===== src/design/pu_pkg.sv =====
`default_nettype none
// ----------------------------------------------------------------------------
// pu_pkg: shared types and constants of the phase unwrapper
// cordic constants, pipeline word types and the arctangent table builder
// ----------------------------------------------------------------------------
package pu_pkg;

    // internal angle scale is 2^60 per pi
    localparam int CORDIC_W     = 64;
    localparam int CORDIC_STEPS = 62;
    localparam int NORM_W       = 61;
    localparam int NORM_STAGES  = 6;
    localparam logic [63:0] TWO_OVER_PI_Q64 = 64'hA2F9836E4E441529;
    localparam logic signed [CORDIC_W-1:0] HALF_PI_INT = 64'sd1 <<< 59;

    typedef struct packed {
        logic first;
        logic re_neg;
        logic im_neg;
        logic swapped;
        logic min_zero;
        logic both_zero;
    } t_side;

    typedef struct packed {
        t_side             side;
        logic [NORM_W-1:0] ax;
        logic [NORM_W-1:0] ay;
    } t_norm;

    typedef struct packed {
        t_side                      side;
        logic signed [CORDIC_W-1:0] x;
        logic signed [CORDIC_W-1:0] y;
        logic signed [CORDIC_W-1:0] z;
    } t_rot;

    // atan(2^-step) in units of 2^60 per pi, built from a truncated series
    function automatic logic signed [CORDIC_W-1:0] atan_entry(input int step);
        logic signed [63:0] rad;
        logic [63:0]        term;
        logic [127:0]       prod;
        int                 e;
        logic signed [CORDIC_W-1:0] res;
        rad = '0;
        res = '0;
        if (step == 0) begin
            res = 64'sd1 <<< 58;
        end else begin
            for (int n = 0; n < 32; n++) begin
                e = step * (2 * n + 1);
                if (e <= 62) begin
                    term = (64'd1 << (62 - e)) / 64'(2 * n + 1);
                    if (n % 2 == 1) begin
                        rad = rad - $signed(term);
                    end else begin
                        rad = rad + $signed(term);
                    end
                end
            end
            prod = {64'd0, rad} * {64'd0, TWO_OVER_PI_Q64};
            res  = $signed(prod[127:64] >> 3);
        end
        return res;
    endfunction

endpackage
`default_nettype wire


===== src/design/pu_if.sv =====
`default_nettype none


interface pu_out_if;
    logic               valid;
    logic               ready;
    logic signed [31:0] total_phase;
    logic               saturated;

    modport source (output valid, total_phase, saturated, input ready);
    modport sink   (input valid, total_phase, saturated, output ready);
endinterface
`default_nettype wire


===== src/design/pu_finish.sv =====
`default_nettype none
// ----------------------------------------------------------------------------
// pu_finish: phase rounding, quadrant restore, unwrap and accumulate
// owns the output register and the accumulator state
// ----------------------------------------------------------------------------
module pu_finish
    import pu_pkg::*;
#(
    parameter int ANGLE_FRAC_BITS = 15
) (
    input  wire             i_clk,
    input  wire             i_rst_n,
    input  wire             i_valid,
    input  t_rot            i_data,
    output logic            o_adv,
    pu_out_if.source        o_out
);

    localparam int PW = ANGLE_FRAC_BITS + 2;
    localparam int DW = PW + 1;
    localparam int SH = 60 - ANGLE_FRAC_BITS;
    localparam int SW = 34;
    localparam logic signed [PW-1:0] PI_P = PW'(64'd1 << ANGLE_FRAC_BITS);
    localparam logic signed [DW-1:0] PI_D = DW'(64'd1 << ANGLE_FRAC_BITS);
    localparam logic signed [DW-1:0] TWO_PI_D = DW'(64'd1 << (ANGLE_FRAC_BITS + 1));
    localparam logic signed [SW-1:0] SUM_MAX = 34'sd2147483647;
    localparam logic signed [SW-1:0] SUM_MIN = -34'sd2147483648;
    localparam logic signed [CORDIC_W-1:0] ROUND_HALF = 64'sd1 <<< (SH - 1);

    // stage a: instantaneous phase
    logic                       r_a_valid;
    logic                       r_a_first;
    logic signed [PW-1:0]       r_a_cur;
    logic signed [CORDIC_W-1:0] zf;
    logic signed [CORDIC_W-1:0] zr;
    logic [ANGLE_FRAC_BITS:0]   q;
    logic signed [PW-1:0]       qs;
    logic signed [PW-1:0]       n_a_cur;

    // stage b: output register and state
    logic                 r_out_valid;
    logic signed [31:0]   r_phase;
    logic                 r_sat;
    logic signed [PW-1:0] r_prev;
    logic signed [31:0]   r_acc;
    logic                 out_load;
    logic signed [DW-1:0] diff;
    logic signed [SW-1:0] sum;
    logic signed [31:0]   n_sum;
    logic                 n_sat;

    always_comb begin
        zf = i_data.side.min_zero ? '0 : i_data.z;
        if (i_data.side.swapped) begin
            zf = HALF_PI_INT - zf;
        end
        if (zf < 0) begin
            zf = '0;
        end
        if (zf > HALF_PI_INT) begin
            zf = HALF_PI_INT;
        end
        zr = zf + ROUND_HALF;
        q  = zr[SH+ANGLE_FRAC_BITS:SH];
        qs = $signed({1'b0, q});
        if (i_data.side.both_zero) begin
            n_a_cur = '0;
        end else if (!i_data.side.re_neg) begin
            n_a_cur = i_data.side.im_neg ? -qs : qs;
        end else begin
            n_a_cur = i_data.side.im_neg ? -(PI_P - qs) : (PI_P - qs);
        end
    end

    always_comb begin
        diff = $signed({r_a_cur[PW-1], r_a_cur}) - $signed({r_prev[PW-1], r_prev});
        if (diff > PI_D) begin
            diff = diff - TWO_PI_D;
        end else if (diff < -PI_D) begin
            diff = diff + TWO_PI_D;
        end
        if (r_a_first) begin
            sum = SW'(r_a_cur);
        end else begin
            sum = SW'(r_acc) + SW'(diff);
        end
        n_sat = 1'b0;
        n_sum = sum[31:0];
        if (sum > SUM_MAX) begin
            n_sum = 32'sh7fffffff;
            n_sat = 1'b1;
        end else if (sum < SUM_MIN) begin
            n_sum = 32'sh80000000;
            n_sat = 1'b1;
        end
    end

    // output slot free or being taken; an empty stage a lets the chain move anyway
    assign out_load = !r_out_valid || o_out.ready;
    assign o_adv    = out_load || !r_a_valid;

    always_ff @(posedge i_clk) begin
        if (!i_rst_n) begin
            r_a_valid <= 1'b0;
        end else if (o_adv) begin
            r_a_valid <= i_valid;
        end
    end

    always_ff @(posedge i_clk) begin
        if (o_adv) begin
            r_a_first <= i_data.side.first;
            r_a_cur   <= n_a_cur;
        end
    end

    always_ff @(posedge i_clk) begin
        if (!i_rst_n) begin
            r_out_valid <= 1'b0;
            r_prev      <= '0;
            r_acc       <= '0;
        end else if (out_load) begin
            r_out_valid <= r_a_valid;
            if (r_a_valid) begin
                r_prev <= r_a_cur;
                r_acc  <= n_sum;
            end
        end
    end

    always_ff @(posedge i_clk) begin
        if (out_load && r_a_valid) begin
            r_phase <= n_sum;
            r_sat   <= n_sat;
        end
    end

    assign o_out.valid       = r_out_valid;
    assign o_out.total_phase = r_phase;
    assign o_out.saturated   = r_sat;

endmodule
`default_nettype wire


===== src/flat_wrapper.sv =====
// flat-port wrapper written by rule: the top's interface ports become plain ports
module pu_finish_flat import pu_pkg::*;
#(
    parameter int ANGLE_FRAC_BITS = 15
)
  (i_clk, i_rst_n, i_valid, i_data, o_adv, o_out_valid, o_out_total_phase, o_out_saturated, o_out_ready);
  pu_out_if o_out_i ();
  input  wire i_clk;
  input  wire i_rst_n;
  input  wire i_valid;
  input  t_rot i_data;
  output logic o_adv;
  output wire logic [$bits(o_out_i.valid)-1:0] o_out_valid;
  output wire logic [$bits(o_out_i.total_phase)-1:0] o_out_total_phase;
  output wire logic [$bits(o_out_i.saturated)-1:0] o_out_saturated;
  input wire logic [$bits(o_out_i.ready)-1:0] o_out_ready;
  assign o_out_valid = o_out_i.valid;
  assign o_out_total_phase = o_out_i.total_phase;
  assign o_out_saturated = o_out_i.saturated;
  assign o_out_i.ready = o_out_ready;
  pu_finish #(.ANGLE_FRAC_BITS(ANGLE_FRAC_BITS)) u_core (.i_clk(i_clk), .i_rst_n(i_rst_n), .i_valid(i_valid), .i_data(i_data), .o_adv(o_adv), .o_out(o_out_i));
endmodule

===== config.mk =====
export PLATFORM = sky130hd
export DESIGN_NAME = pu_finish_flat
export DESIGN_NICKNAME = d
export VERILOG_FILES = /design/src/design/pu_pkg.sv /design/src/design/pu_if.sv /design/src/design/pu_finish.sv /design/src/flat_wrapper.sv
export SDC_FILE = /design/constraint.sdc
export NUM_CORES = 1
export LEC_CHECK = 0
export BUFFER_PORTS_ARGS = -buffer_cell sky130_fd_sc_hd__buf_4
export CAP_MARGIN = 20
export CORE_UTILIZATION = 57
export DETAILED_ROUTE_END_ITERATION = 12
export GPL_TIMING_DRIVEN = 0
export MAX_ROUTING_LAYER = met4
export PLACE_DENSITY = 0.82
export REMOVE_ABC_BUFFERS = 1
export SKIP_CTS_REPAIR_TIMING = 1
export SYNTH_ARGS = -nofsm -noshare
export SYNTH_HDL_FRONTEND = slang
export SYNTH_SLANG_ARGS = --single-unit

===== constraint.sdc =====
create_clock -name i_clk -period 9.9 [get_ports i_clk]
set_input_delay 1.485 -clock i_clk [delete_from_list [all_inputs] [get_ports i_clk]]
set_output_delay 1.485 -clock i_clk [all_outputs]
set_load 0.01 [all_outputs]

==> run metrics <==
status=completed; critical path peak fanout=9; fin util=65.2%; unrepaired setup endpoints after global routing=no; register area share after synthesis=between 20 and 25%; Critical Path RT=10.19 ns; Reg-to-Reg Start=u_core.r_a_cur[1]$_SDFFCE_PP0P_; Syn. warnings=0; post-synthesis cell area=~12,000 um2; CTS Buffer Depth=2; register share of total power=between 20 and 25%; die area=20,800 um2; number of DRC markers in iteration 0=1,141; CTS root buffer=clkbuf_16; DPL Wire Length=28,000 um; DR WL met2=17,500 um; drt pass-1 iters=6; clock transition at the registers of the reported paths=approximately 0.08 ns; leak pwr=0.00481 uW; register bit total from synthesis=between 100 and 150; Placed Instances=1,838; P_sw=1330 uW; CP endpoint kind=register; CP arrival=approximately 9.6 ns; hold slack final=0.465 ns; Final Instance Count excl. Fillers=roughly 1,900; DRT met1 WL=14,700 um; Crit path buffers/inverters=0; number of CTS-inserted buffers=9; setup TNS=0 ns; DR top layer=met4; clk sinks=102; # rows=around 50; TritonCTS clock tree=done; Final Skew=0.0105 ns; startpoint type of the worst setup path=register; period utilisation layout=94.5%; gr ovfl total=0; number of H-tree levels=3; Setup violations, final=0; total number of vias=12,801; Post-synth EDFFs=51; Max-slew headroom=28.6%; post-route ant nets=0; classification of the worst setup path=register to register; largest net degree at the start of global routing=91; Die Wd=144 um; WHS Endpoint=u_core.r_prev[6]$_SDFFE_PN0P_; share of layout cells above drive strength 1=12.9%; reg2reg end=u_core.r_acc[22]$_SDFFE_PN0P_; Layout Nets=1,850; Worst Hold Class=register to register; ys async rst share=0%; max incr delay on CP=0.92 ns; DR WL/cell=about 20 um; Pins Over Slew Limit=0; first-pass GRT wire length=58,800 um; highest clock rate=107 MHz; filler cell count=approximately 1,700; reg2reg setup slack=0.55 ns; share of total power in the clock network=between 10% and 20%; Hold Startpoint=u_core.r_prev[6]$_SDFFE_PN0P_; Residual DRC=0; P&R area growth vs syn=10.9%; switching share of total power=48.4%; Worst-Margin Slew=1.06 ns; Slowest cell on crit path=nor3_1; Final Hold Vio Count=0; met3 WL=3270 um; height of the die=around 140 um; Main synth FF type=edfxtp_1; Mean Syn Cell Area=7.45 um2; VDD IR-drop max=roughly 0.16 mV; Worst R2R Path Depth=27; Vias/cell=6.87; fin crit period=9.35 ns; Synth cell types=98; I/O pin count=~240; Clock Latency Late Sink=roughly 0.37 ns; Max Cap Viol=0; GRT Util Overall=36.9%; vias in the first global route=11,656; IO buf count=108; hold path depth=2; Routability Congestion=1.12; WL final=about 38,000 um; cell internal pwr=1420 uW; core area=19,700 um2; most frequent CP cell=o21ai_0; Power per Cell Area=approximately 210 nW/um2; kind of cell adding the most delay to the critical path=compound AO/OA/AOI/OAI gates; Starting Density=between 50% and 60%; combinational share of power=between 60% and 70%; initial antenna violation count=0; cells after synthesis=1,551
synthesized netlist by cell type (all sizes together), types with 9 or more instances:
library cell,number,share of area [%]
nand2b,16,0.87
nor2,171,5.6
clkbuf,70,2.3
nand2,150,4.9
nor4,55,4.2
o31ai,22,1.4
nand3,54,2.3
a31oi,26,1.4
and4,9,0.68
a2111oi,13,1.0
o311ai,11,0.90
and2,9,0.49
a211oi,26,1.7
o21bai,9,0.58
xnor2,40,3.0
or4,14,0.94
a21oi,96,4.2
or2,10,0.54
a41oi,9,0.75
nand4,28,1.6
o21a,13,0.84
a21boi,27,1.8
o41ai,9,0.97
o21ai,95,4.1
buf,23,1.0
nor2b,26,1.4
o211ai,12,0.90
a211o,9,0.68
inv,68,2.2
nor3,63,2.8
dfxtp,51,8.8
edfxtp,51,13
ha,54,5.8
a21o,23,1.5
xor2,28,2.1
or3,25,1.4
stage by stage:
| stage | setup WS [ns] | cell area [um2] | total power, uW |
|---|---|---|---|
| global route | 0.135 | 12800 | 2930 |
| global placement | -0.855 | 12300 | 2250 |
| floorplan | 1.99 | 11200 | 1840 |
| CTS | -0.555 | 12700 | 2700 |
| detailed placement | -0.867 | 12400 | 2320 |
| finish | 0.547 | 12800 | 2750 |
layout make-up:
class / count / area, um2 / share of cell area [%]
diodes: 1 / 2.50 / 0.0195
clock buffers: 10 / 239 / 1.86
clock inverters: 6 / 60.1 / 0.468
inverters: 68 / 259 / 2.02
multi-input cells: 1288 / 8410 / 65.6
flip-flops and latches: 102 / 2550 / 19.9
well taps: 265 / 332 / 2.59
repair buffers: 122 / 961 / 7.49
repair inverters: 1 / 5.00 / 0.0390
registers in the layout, indices dropped and copies added (netlist names):
register and count:
u_core.r_a_cur 17, u_core.r_a_first 1, u_core.r_acc 32, u_core.o_out.valid 1, u_core.r_a_valid 1, u_core.o_out.total_phase 32
u_core.o_out.saturated 1, u_core.r_prev 17
metal layers:
| metal | vias to the layer above | GRT usage, % |
|---|---|---|
| li1 | 5972 | - |
| met1 | 5927 | 43.3 |
| met2 | 717 | 59.5 |
| met3 | 185 | 4.87 |
| met4 | 0 | 23.9 |
| met5 | - | - |
power groups by stage:
stage	clock, uW	combinational (uW)	sequential [uW]
final	367	1780	608
after global routing	383	1930	618
after CTS	370	1720	607
after detailed placement	0	1700	616
after global placement	0	1630	616
after floorplan	0	1210	629
how the worst max path moves through the flow:
stage / start / to / slack (ns) / depth (start not counted)
4_1_cts: i_data[193] / u_core.r_a_cur[13]$_SDFFCE_PP0P_ / -0.56 / 25
5_1_grt: u_core.r_a_cur[1]$_SDFFCE_PP0P_ / u_core.r_acc[26]$_SDFFE_PN0P_ / 0.14 / 27
2_1_floorplan: i_data[193] / u_core.r_a_cur[13]$_SDFFCE_PP0P_ / 1.99 / 24
3_5_place_dp: i_data[193] / u_core.r_a_cur[13]$_SDFFCE_PP0P_ / -0.87 / 25
3_3_place_gp: i_data[193] / u_core.r_a_cur[13]$_SDFFCE_PP0P_ / -0.86 / 25
6_report: u_core.r_a_cur[1]$_SDFFCE_PP0P_ / u_core.r_acc[22]$_SDFFE_PN0P_ / 0.55 / 27
worst register-to-register path, stage by stage, from the launching register on:
cell       delay [ns]
edfxtp_1         0.46
ha_1             0.30
nor2b_1          0.12
o21ai_0          0.20
a21boi_0         0.15
o21ai_0          0.22
a21boi_0         0.17
o21ai_0          0.27
a21boi_0         0.16
o21ai_0          0.27
a21oi_1          0.21
or3_1            0.39
a2111oi_0        0.53
or4b_2           0.67
a211oi_1         0.44
nor2_1           0.12
a22oi_1          0.56
ha_1             0.41
a21o_1           0.23
a31oi_1          0.37
o2111ai_1        0.24
a41o_1           0.26
o21ai_0          0.40
a21oi_1          0.16
nand2b_1         0.33
nor3_1           0.92
nor2_1           0.45
a21oi_1          0.27
cells in the final DEF, fill, tap and decap left out, types with 11 or more instances in the layout:
cell type and count:
nor2_1 169, nand2_1 150, buf_4 113, a21oi_1 95
o21ai_0 88, inv_1 66, nor3_1 60, nand3_1 54
ha_1 54, edfxtp_1 51, dfxtp_1 51, xnor2_1 40
nor4_1 38, xor2_1 28, nand4_1 27, a31oi_1 26
a21boi_0 26, nor2b_1 26, a211oi_1 25, or3_1 24
a21o_1 23, o31ai_1 22, nand2b_1 15, o21a_1 13
or4_1 13, a2111oi_0 12, nor4_2 12, o211ai_1 11
cells by family (layout without fill, tap and decap cells):
kind of cell    count (synthesis)  count (layout)  synth area share [%]
simple gates                  670             670                  30.6
other cells                     0               1                     0
compound gates                483             483                  29.4
mux                            11              11                  1.01
buf+inv                       161             207                  5.49
fa+ha+maj                      56              56                  6.19
flops                         102             102                  22.1
xor+xnor                       68              68                  5.15
Power figures use the tool's default switching activity.
