`src/design/pu_pkg.sv`:
```
`default_nettype none
// ----------------------------------------------------------------------------
// pu_pkg: shared types and constants of the phase unwrapper
// cordic constants, pipeline word types and the arctangent table builder
// ----------------------------------------------------------------------------
package pu_pkg;

    // internal angle scale is 2^60 per pi
    localparam int CORDIC_W     = 64;
    localparam int CORDIC_STEPS = 62;
    localparam int NORM_W       = 61;
    localparam int NORM_STAGES  = 6;
    localparam logic [63:0] TWO_OVER_PI_Q64 = 64'hA2F9836E4E441529;
    localparam logic signed [CORDIC_W-1:0] HALF_PI_INT = 64'sd1 <<< 59;

    typedef struct packed {
        logic first;
        logic re_neg;
        logic im_neg;
        logic swapped;
        logic min_zero;
        logic both_zero;
    } t_side;

    typedef struct packed {
        t_side             side;
        logic [NORM_W-1:0] ax;
        logic [NORM_W-1:0] ay;
    } t_norm;

    typedef struct packed {
        t_side                      side;
        logic signed [CORDIC_W-1:0] x;
        logic signed [CORDIC_W-1:0] y;
        logic signed [CORDIC_W-1:0] z;
    } t_rot;

    // atan(2^-step) in units of 2^60 per pi, built from a truncated series
    function automatic logic signed [CORDIC_W-1:0] atan_entry(input int step);
        logic signed [63:0] rad;
        logic [63:0]        term;
        logic [127:0]       prod;
        int                 e;
        logic signed [CORDIC_W-1:0] res;
        rad = '0;
        res = '0;
        if (step == 0) begin
            res = 64'sd1 <<< 58;
        end else begin
            for (int n = 0; n < 32; n++) begin
                e = step * (2 * n + 1);
                if (e <= 62) begin
                    term = (64'd1 << (62 - e)) / 64'(2 * n + 1);
                    if (n % 2 == 1) begin
                        rad = rad - $signed(term);
                    end else begin
                        rad = rad + $signed(term);
                    end
                end
            end
            prod = {64'd0, rad} * {64'd0, TWO_OVER_PI_Q64};
            res  = $signed(prod[127:64] >> 3);
        end
        return res;
    endfunction

endpackage
`default_nettype wire

```
`src/design/pu_norm_cell.sv`:
```
`default_nettype none
// ----------------------------------------------------------------------------
// pu_norm_cell: one step of magnitude normalization
// shifts both magnitudes left by SHIFT when the top SHIFT bits of ax are all zero
// ----------------------------------------------------------------------------
module pu_norm_cell
    import pu_pkg::*;
#(
    parameter int SHIFT = 1
) (
    input  wire   i_clk,
    input  wire   i_rst_n,
    input  wire   i_adv,
    input  wire   i_valid,
    input  t_norm i_data,
    output logic  o_valid,
    output t_norm o_data
);

    logic  r_valid;
    t_norm r_data;
    t_norm n_data;

    always_comb begin
        n_data = i_data;
        if (i_data.ax[NORM_W-1 -: SHIFT] == '0) begin
            n_data.ax = i_data.ax << SHIFT;
            n_data.ay = i_data.ay << SHIFT;
        end
    end

    always_ff @(posedge i_clk) begin
        if (!i_rst_n) begin
            r_valid <= 1'b0;
        end else if (i_adv) begin
            r_valid <= i_valid;
        end
    end

    always_ff @(posedge i_clk) begin
        if (i_adv) begin
            r_data <= n_data;
        end
    end

    assign o_valid = r_valid;
    assign o_data  = r_data;

endmodule
`default_nettype wire

```
`config.mk`:
```
export PLATFORM = sky130hd
export DESIGN_NAME = pu_norm_cell
export DESIGN_NICKNAME = d
export VERILOG_FILES = /design/src/design/pu_pkg.sv /design/src/design/pu_norm_cell.sv
export SDC_FILE = /design/constraint.sdc
export NUM_CORES = 1
export LEC_CHECK = 0
export ABC_AREA = 1
export BUFFER_PORTS_ARGS = -buffer_cell sky130_fd_sc_hd__buf_2
export CORE_MARGIN = 10
export CORE_UTILIZATION = 49
export CTS_BUF_LIST = sky130_fd_sc_hd__clkbuf_4 sky130_fd_sc_hd__clkbuf_8
export CTS_CLUSTER_DIAMETER = 200
export DETAILED_ROUTE_END_ITERATION = 6
export GPL_TIMING_DRIVEN = 0
export MAX_ROUTING_LAYER = met4
export PLACE_DENSITY = 0.84
export SLEW_MARGIN = 0
export SYNTH_ARGS = -nofsm -noshare
export SYNTH_HDL_FRONTEND = slang
export SYNTH_SLANG_ARGS = --single-unit
```
`constraint.sdc`:
```
create_clock -name i_clk -period 1.65 [get_ports i_clk]
set_input_delay 0 -clock i_clk [delete_from_list [all_inputs] [get_ports i_clk]]
set_output_delay 0 -clock i_clk [all_outputs]
set_load 0.01 [all_outputs]
```
==> results of run 1 <==
==> through the flow <==
step	area [µm²]	worst slack, ns	power (µW)
after floorplan	5500	0.883	4580
after global placement	6970	-0.799	5190
after detailed placement	7000	0.413	5240
after CTS	9280	0.467	8320
after global routing	9280	0.411	8700
final	9280	0.428	8410
==> cells by family (layout without fill, tap and decap cells) <==
group | Yosys count | count (layout) | synth area share
AOI/OAI and AO/OA | 4 | 4 | 0.00364
other | 0 | 2 | 0
and+or+nand+nor | 356 | 356 | 0.244
DFF | 129 | 129 | 0.703
buffers and inverters | 33 | 513 | 0.0499
==> worst paths after layout <==
check / slack, ns / endpoint / cells after the start
hold / removal: 0.06 / o_data[20] / 1
setup / recovery: 0.43 / o_data[35] / 5
hold reg to reg: 0.51 / o_valid / 2
setup reg to reg: 1.06 / o_valid / 2
==> registers in the layout, summed over array words and instances, names as in the netlist <==
name     cells
o_data     128
o_valid      1
==> report_power, final <==
group          internal (µW)  leakage, µW  switching, µW
sequential              3950      0.00126           91.8
clock                   1500     0.000196           1230
combinational            804      0.00307            836
total                   6260      0.00452           2160
==> layout make-up <==
| type | count | area [µm²] |
|---|---|---|
| clock inverter | 13 | 144 |
| inverter | 6 | 25.0 |
| clock buffer | 19 | 249 |
| tap | 140 | 175 |
| antenna | 2 | 5.00 |
| buffer | 27 | 249 |
| timing repair buffer | 448 | 3210 |
| fill | 517 | 1610 |
| sequential | 129 | 3860 |
| multi-input combinational | 360 | 1360 |
==> per-layer routing <==
metal | GRT usage | wire length, µm | part of all wire | up-vias
li1 | - | - | - | 2619
met1 | 0.262 | 7420 | 0.34 | 2715
met2 | 0.483 | 11700 | 0.53 | 405
met3 | 0.0910 | 2080 | 0.094 | 71
met4 | 0.137 | 879 | 0.040 | 0
met5 | - | 0 | 0 | -
==> synth_stat cells <==
cell type / n
nand2_1: 353
or2_2: 1
buf_2: 4
buf_4: 8
dfxtp_1: 1
nor2_1: 2
inv_4: 1
buf_6: 15
o21ai_0: 4
inv_1: 5
edfxtp_1: 128
==> layout by cell type, fill, tap and decap left out, types with 4 or more instances in the layout <==
| master | instances |
|---|---|
| buf_2 | 262 |
| buf_4 | 8 |
| buf_6 | 16 |
| clkbuf_8 | 17 |
| clkinv_1 | 4 |
| dlygate4sd3_1 | 188 |
| edfxtp_1 | 128 |
| inv_1 | 5 |
| nand2_1 | 353 |
| o21ai_0 | 4 |
==> repair_timing <==
item | in CTS | in global routing
endpoints found under the setup margin | 0 | 0
hold buffers | 188 | 0
endpoints found under the hold margin | 129 | 0
==> summary.md, run 1 <==
| Metric | Value |
|---|---|
| Outcome | `finished, violations left` |
| Failing checks | `design-rule violations` |
| Clock slew at reported path FFs | `0.07 ns` |
| Area delta synth->final | `68.9%` |
| Number of global-route vias before repair | `6,267` |
| Yosys reg bits | `129` |
| CP Max Fanout | `2` |
| # placed instances | `922` |
| Layout Nets | `1,121` |
| Vias post-DR | `5,810` |
| Cell breakdown of the critical path | `dlygate4sd3_1, buf_2, nand2_1, nand2_1, dlygate4sd3_1` |
| Max-slew violation count | `0` |
| Chip height | `126 µm` |
| Clock root buffer | `clkbuf_8` |
| Max cap viols | `0` |
| Yosys cell types | `11` |
| Clock period minus final worst setup slack | `1.22 ns` |
| Gpl congestion | `0.817` |
| Slew headroom | `0.575` |
| GRT Total Usage | `0.274` |
| Final core occ | `0.852` |
| P_leak | `0.00452 µW` |
| Num Clock Sinks | `129` |
| Critical path origin | `i_data[35]` |
| Fin. Hold Viols | `0` |
| Core area | `10,900 µm²` |
| Hold WS | `0.0592 ns` |
| Detailed placement HPWL | `12,200 µm` |
| DRC Markers | `2` |
| I/O Buffers | `259` |
| Vias per inst | `5.08` |
| Chip Width | `126 µm` |
| Io pins | `261` |
| Largest net degree at the start of global routing | `67` |
| Area leader, netlist | `edfxtp_1` |
| Syn Inst Count | `522` |
| CP required | `1.82 ns` |
| Global-route wire length before repair | `33,200 µm` |
| Synth Area per Inst | `10.5 µm²` |
| Crit-path max cell delay | `0.59 ns` |
| Hold path startpoint | `i_adv` |
| CTS Buf Count | `17` |
| Clock Latency Late Sink | `0.43 ns` |
| FMAX | `818 MHz` |
| Synth top area cells | `edfxtp_1 70%, nand2_1 24%, buf_6 3.1%` |
| Pwr per Cell Area | `906 nW/µm²` |
| GR Overflow Total | `0` |
| Worst setup EP type | `flop` |
| Die area | `15,900 µm²` |
| H-tree levels | `4` |
| Crit-path leading delay family | `buffers and inverters` |
| CTS Buffer Depth | `2` |
| RSZ-0062 raised after global routing | `false` |
| Setup Viol. Count Final | `0` |
| Syn. warnings | `0` |
| WP data arrival | `1.39 ns` |
| Fin crit share | `0.741` |
| Tightest Pin Transition | `0.638 ns` |
| Post-synth top area share | `0.699` |
| Cts repair resizes | `0` |
| Post-synthesis cell area | `5500 µm²` |
| Fin cells | `1,144` |
| Routed length per placed instance | `19.3 µm` |
| Crit-path slowest cell | `dlygate4sd3_1` |
| Share of layout cells above drive strength 1 | `0.316` |
| Layout Skew | `0 ns` |
| Initial core utilization | `0.505` |
| Overall routed net length | `22,100 µm` |
| Setup Buffers After CTS | `0` |
| Crit Path Category | `in -> reg` |
| Router iterations before antenna repair | `7` |
| Initial DRC Count | `599` |
| Initial antenna violation count | `2` |
| Peak VDD IR | `657 µV` |
| RR Startpoint | `o_valid` |
| Final ANT Viol Nets | `0` |
| Num rows | `38` |
| CTS tree | `built` |
| Setup_tns | `0 ns` |
| Mapped Nets | `654` |
| Worst Hold Class | `in -> reg` |
| Worst Path Buf+Inv | `3` |
| Sequential share of the synthesized area | `0.703` |
| Crit start category | `input pin` |
Power figures use the tool's default switching activity.
==> run 2, diff against run 1 <==
--- a/config.mk
+++ b/config.mk
@@ -5,16 +5,16 @@
 export SDC_FILE = /design/constraint.sdc
 export NUM_CORES = 1
 export LEC_CHECK = 0
-export ABC_AREA = 1
+export ABC_AREA = 0
 export BUFFER_PORTS_ARGS = -buffer_cell sky130_fd_sc_hd__buf_2
 export CORE_MARGIN = 10
-export CORE_UTILIZATION = 49
+export CORE_UTILIZATION = 48
 export CTS_BUF_LIST = sky130_fd_sc_hd__clkbuf_4 sky130_fd_sc_hd__clkbuf_8
 export CTS_CLUSTER_DIAMETER = 200
 export DETAILED_ROUTE_END_ITERATION = 6
 export GPL_TIMING_DRIVEN = 0
 export MAX_ROUTING_LAYER = met4
-export PLACE_DENSITY = 0.84
+export PLACE_DENSITY = 0.82
 export SLEW_MARGIN = 0
 export SYNTH_ARGS = -nofsm -noshare
 export SYNTH_HDL_FRONTEND = slang
==> constraint.sdc (replaced) <==
create_clock -name i_clk -period 1.26 [get_ports i_clk]
set_input_delay 0 -clock i_clk [delete_from_list [all_inputs] [get_ports i_clk]]
set_output_delay 0 -clock i_clk [all_outputs]
set_load 0.01 [all_outputs]
==> run 2 against run 1 <==
Compared with the run above: the flow now stops in clock tree synthesis; synthesized cell count decreased by 49%; synthesized area increased by 3.1%.
==> summary.md, run 2 <==
| Metric | Value |
|---|---|
| Outcome | `aborted with a tool error` |
| Exit stage | `clock tree synthesis` |
| Tool Error | `[ERROR RSZ-0060] Max buffer count reached.` |
| Area leader, netlist | `edfxtp_1` |
| Clock root buffer | `clkbuf_8` |
| Chip Width | `129 µm` |
| Post-synth top area share | `0.679` |
| Asr flop ratio synth | `0` |
| Detailed placement HPWL | `11,200 µm` |
| Post-synthesis cell area | `5660 µm²` |
| Mapped Nets | `399` |
| CTS Buffer Depth | `2` |
| Simple-Gate Fraction of Synth Area | `0.00442` |
| CTS Buf Count | `17` |
| Setup Buffers After CTS | `0` |
| Synth Area per Inst | `21.2 µm²` |
| EDFF count, synth | `128` |
| Count leader, synth | `edfxtp_1` |
| Hold_buf cts | `142` |
| Synth top area cells | `edfxtp_1 68%, mux2_4 20%, mux2_2 8.3%` |
| Initial core utilization | `0.494` |
| Chip height | `129 µm` |
| Mux contribution to synthesized area | `0.289` |
| Synth Area in Compound Gates | `0` |
| Main combinational cell family by area after synthesis | `multiplexers` |
| Sequential share of the synthesized area | `0.682` |
| I/O Buffers | `259` |
| Cts repair resizes | `0` |
| Num rows | `39` |
| Syn. warnings | `0` |
| Top cells by count, synth | `128 x edfxtp_1, 77 x mux2_4, 42 x mux2_2` |
| H-tree levels | `4` |
| Synth Flop Type | `edfxtp_1` |
| Post-synthesis xor/xnor area fraction | `0` |
| Yosys cell types | `11` |
| Syn Inst Count | `267` |
| Io pins | `261` |
| Yosys reg bits | `129` |
| Num Clock Sinks | `129` |
| Adder-Cell Fraction of Synth Area | `0` |
| Gpl congestion | `0.783` |
[run 2: cell count changes after synthesis, moves of 5 or more]
| cell | before | now |
|---|---|---|
| inv_1 | 5 | 0 |
| nand2_1 | 353 | 0 |
| buf_4 | 8 | 0 |
| buf_6 | 15 | 9 |
| mux2_4 | 0 | 77 |
| mux2_2 | 0 | 42 |
[run 2: cell families after synthesis]
group / after synthesis
DFF: 129
buffers and inverters: 14
muxes: 120
and+or+nand+nor: 4
[run 2: stage by stage]
stage | area (µm²) | worst slack [ns] | instances | hold slack, ns
2_1_floorplan | 5660 | 0.325 | 267 | 0.0989
3_3_place_gp | 7140 | -1.21 | 669 | 0.179
3_5_place_dp | 7170 | 0.0619 | 670 | 0.186
==> run 3, diff against run 2 <==
--- a/config.mk
+++ b/config.mk
@@ -8,13 +8,10 @@
 export ABC_AREA = 0
 export BUFFER_PORTS_ARGS = -buffer_cell sky130_fd_sc_hd__buf_2
 export CORE_MARGIN = 10
-export CORE_UTILIZATION = 48
-export CTS_BUF_LIST = sky130_fd_sc_hd__clkbuf_4 sky130_fd_sc_hd__clkbuf_8
-export CTS_CLUSTER_DIAMETER = 200
+export CORE_UTILIZATION = 34
 export DETAILED_ROUTE_END_ITERATION = 6
 export GPL_TIMING_DRIVEN = 0
-export MAX_ROUTING_LAYER = met4
-export PLACE_DENSITY = 0.82
+export PLACE_DENSITY_LB_ADDON = 0.15
 export SLEW_MARGIN = 0
 export SYNTH_ARGS = -nofsm -noshare
 export SYNTH_HDL_FRONTEND = slang
==> run 3 against run 2 <==
Compared with the run above: the flow now finishes without violations; synthesized area unchanged; synthesized cell count unchanged.
==> summary.md, run 3 <==
| Metric | Value |
|---|---|
| Post-synthesis cell area | `5660 µm²` |
| Die area | `22,200 µm²` |
| Final ANT Viol Nets | `0` |
| Synth top area cells | `edfxtp_1 68%, mux2_4 20%, mux2_2 8.3%` |
| CP Max Fanout | `2` |
| Largest net degree at the start of global routing | `78` |
| DRC Markers | `0` |
| Gpl congestion | `0.721` |
| Cts repair resizes | `0` |
| Sequential share of the synthesized area | `0.682` |
| Area leader, netlist | `edfxtp_1` |
| Fin crit share | `0.962` |
| Clock Latency Late Sink | `0.41 ns` |
| Pwr per Cell Area | `1280 nW/µm²` |
| Clock slew at reported path FFs | `0.06 ns` |
| Router iterations before antenna repair | `4` |
| Clock root buffer | `clkbuf_16` |
| Yosys cell types | `11` |
| GRT Total Usage | `0.142` |
| Synth Area per Inst | `21.2 µm²` |
| Share of layout cells above drive strength 1 | `0.611` |
| Num rows | `47` |
| Crit Path Category | `in -> reg` |
| WP data arrival | `1.37 ns` |
| Max cap viols | `0` |
| Routed length per placed instance | `17.6 µm` |
| Initial antenna violation count | `0` |
| Most frequent cells in the layout | `261 x buf_2, 130 x dlygate4sd3_1, 128 x edfxtp_1` |
| Worst setup EP type | `flop` |
| Post-synth top area share | `0.679` |
| Vias post-DR | `3,893` |
| Tightest Pin Transition | `0.514 ns` |
| Io pins | `261` |
| H-tree levels | `4` |
| Area delta synth->final | `60.6%` |
| R2r setup slk | `0.67 ns` |
| Global-route wire length before repair | `24,400 µm` |
| Fin. Hold Viols | `0` |
| Syn. warnings | `0` |
| CP required | `1.42 ns` |
| Asr flop ratio synth | `0` |
| Antenna diode count | `0` |
| Max-slew violation count | `0` |
| Vias per inst | `4.29` |
| CTS Buf Count | `17` |
| Count leader, synth | `edfxtp_1` |
| Mapped Nets | `399` |
| Leading cell type in the layout, fill and taps excluded | `buf_2` |
| Yosys reg bits | `129` |
| Syn Inst Count | `267` |
| Peak VDD IR | `837 µV` |
| RSZ-0062 raised after global routing | `false` |
| Pwr Total | `11,600 µW` |
| Core area | `16,500 µm²` |
| Synth Flop Type | `edfxtp_1` |
| Final core occ | `0.552` |
| Multi-input logic area | `1660 µm²` |
| Slew headroom | `0.657` |
| Initial core utilization | `0.344` |
| CTS tree | `built` |
| Setup Viol. Count Final | `0` |
| Layout Skew | `0 ns` |
| Outcome | `completed` |
| Filler cells | `1,364` |
| Number of flip-flops under the largest register name | `128` |
| Clock period minus final worst setup slack | `1.21 ns` |
| Detailed placement HPWL | `11,400 µm` |
| Number of global-route vias before repair | `4,381` |
| CTS Buffer Depth | `2` |
| Layout Nets | `807` |
| FF/Latch Area | `3860 µm²` |
| FMAX | `825 MHz` |
| Chip Width | `149 µm` |
| I/O Buffers | `259` |
| Initial DRC Count | `133` |
| P_leak | `0.00399 µW` |
| GR Overflow Total | `0` |
| Top cells by count, synth | `128 x edfxtp_1, 77 x mux2_4, 42 x mux2_2` |
| Overall routed net length | `16,000 µm` |
| EDFF count, synth | `128` |
| Num Clock Sinks | `129` |
| Worst Hold Class | `in -> reg` |
| Crit start category | `input pin` |
| Chip height | `149 µm` |
## run 3: cell counts after synthesis
Identical to the previous run, type by type.
## run 3: logic make-up after synthesis
logic type	Yosys count	share of synthesized area
DFF	129	0.682
muxes	120	0.289
buffers and inverters	14	0.0241
and+or+nand+nor	4	0.00442
## run 3: metrics by stage
step	cells	hold WS (ns)	cell area (µm²)	setup TNS, ns	setup WS (ns)
finish	907	0.0450	9090	0	0.0480
global route	907	0.0515	9090	0	0.0236
CTS	908	0.0407	9100	0	0.0120
detailed placement	747	0.178	7270	-0.0214	-0.0214
global placement	746	0.180	7240	-170.04	-1.41
floorplan	267	0.0989	5660	0	0.325
## run 3: final timing paths
kind                            cells after the start        from           to
worst max-delay path                                3  i_data[13]   o_data[14]
worst min-delay path                                1       i_adv  o_data[103]
worst max register to register                      2     o_valid      o_valid
worst min register to register                      2     o_valid      o_valid
## run 3: area by class of cell
class,instances,share of cell area
Clock buffer,20,0.0480
Timing Repair Buffer,389,0.289
Sequential cell,129,0.425
Multi-Input combinational cell,124,0.183
Clock inverter,11,0.0102
Tap cell,220,0.0303
Buffer,14,0.0150
## run 3: layer usage
layer | wire, µm | GRT usage | share of wire
met1 | 6080 | 0.149 | 0.38
met2 | 8560 | 0.252 | 0.53
met3 | 1120 | 0.0528 | 0.070
met4 | 240 | 0.0545 | 0.015
met5 | 0 | 0 | 0
## run 3: power by group
part / total [µW] / switching [µW] / leakage, µW / internal [µW]
clock: 4460 / 1780 / 0.000261 / 2680
combinational: 1910 / 829 / 0.00246 / 1080
sequential: 5270 / 86.3 / 0.00126 / 5180
total: 11600 / 2690 / 0.00399 / 8940
## run 3: worst max-delay path, stage by stage
cell and delay (ns):
dlygate4sd3_1 0.55, mux2_2 0.26, dlygate4sd3_1 0.55
## run 3: timing repair
action / CTS / global route
hold buffers: 130 / 0
setup endpoints to repair: 0 / 1
hold endpoints to repair: 129 / 0
setup buffers: 0 / 0
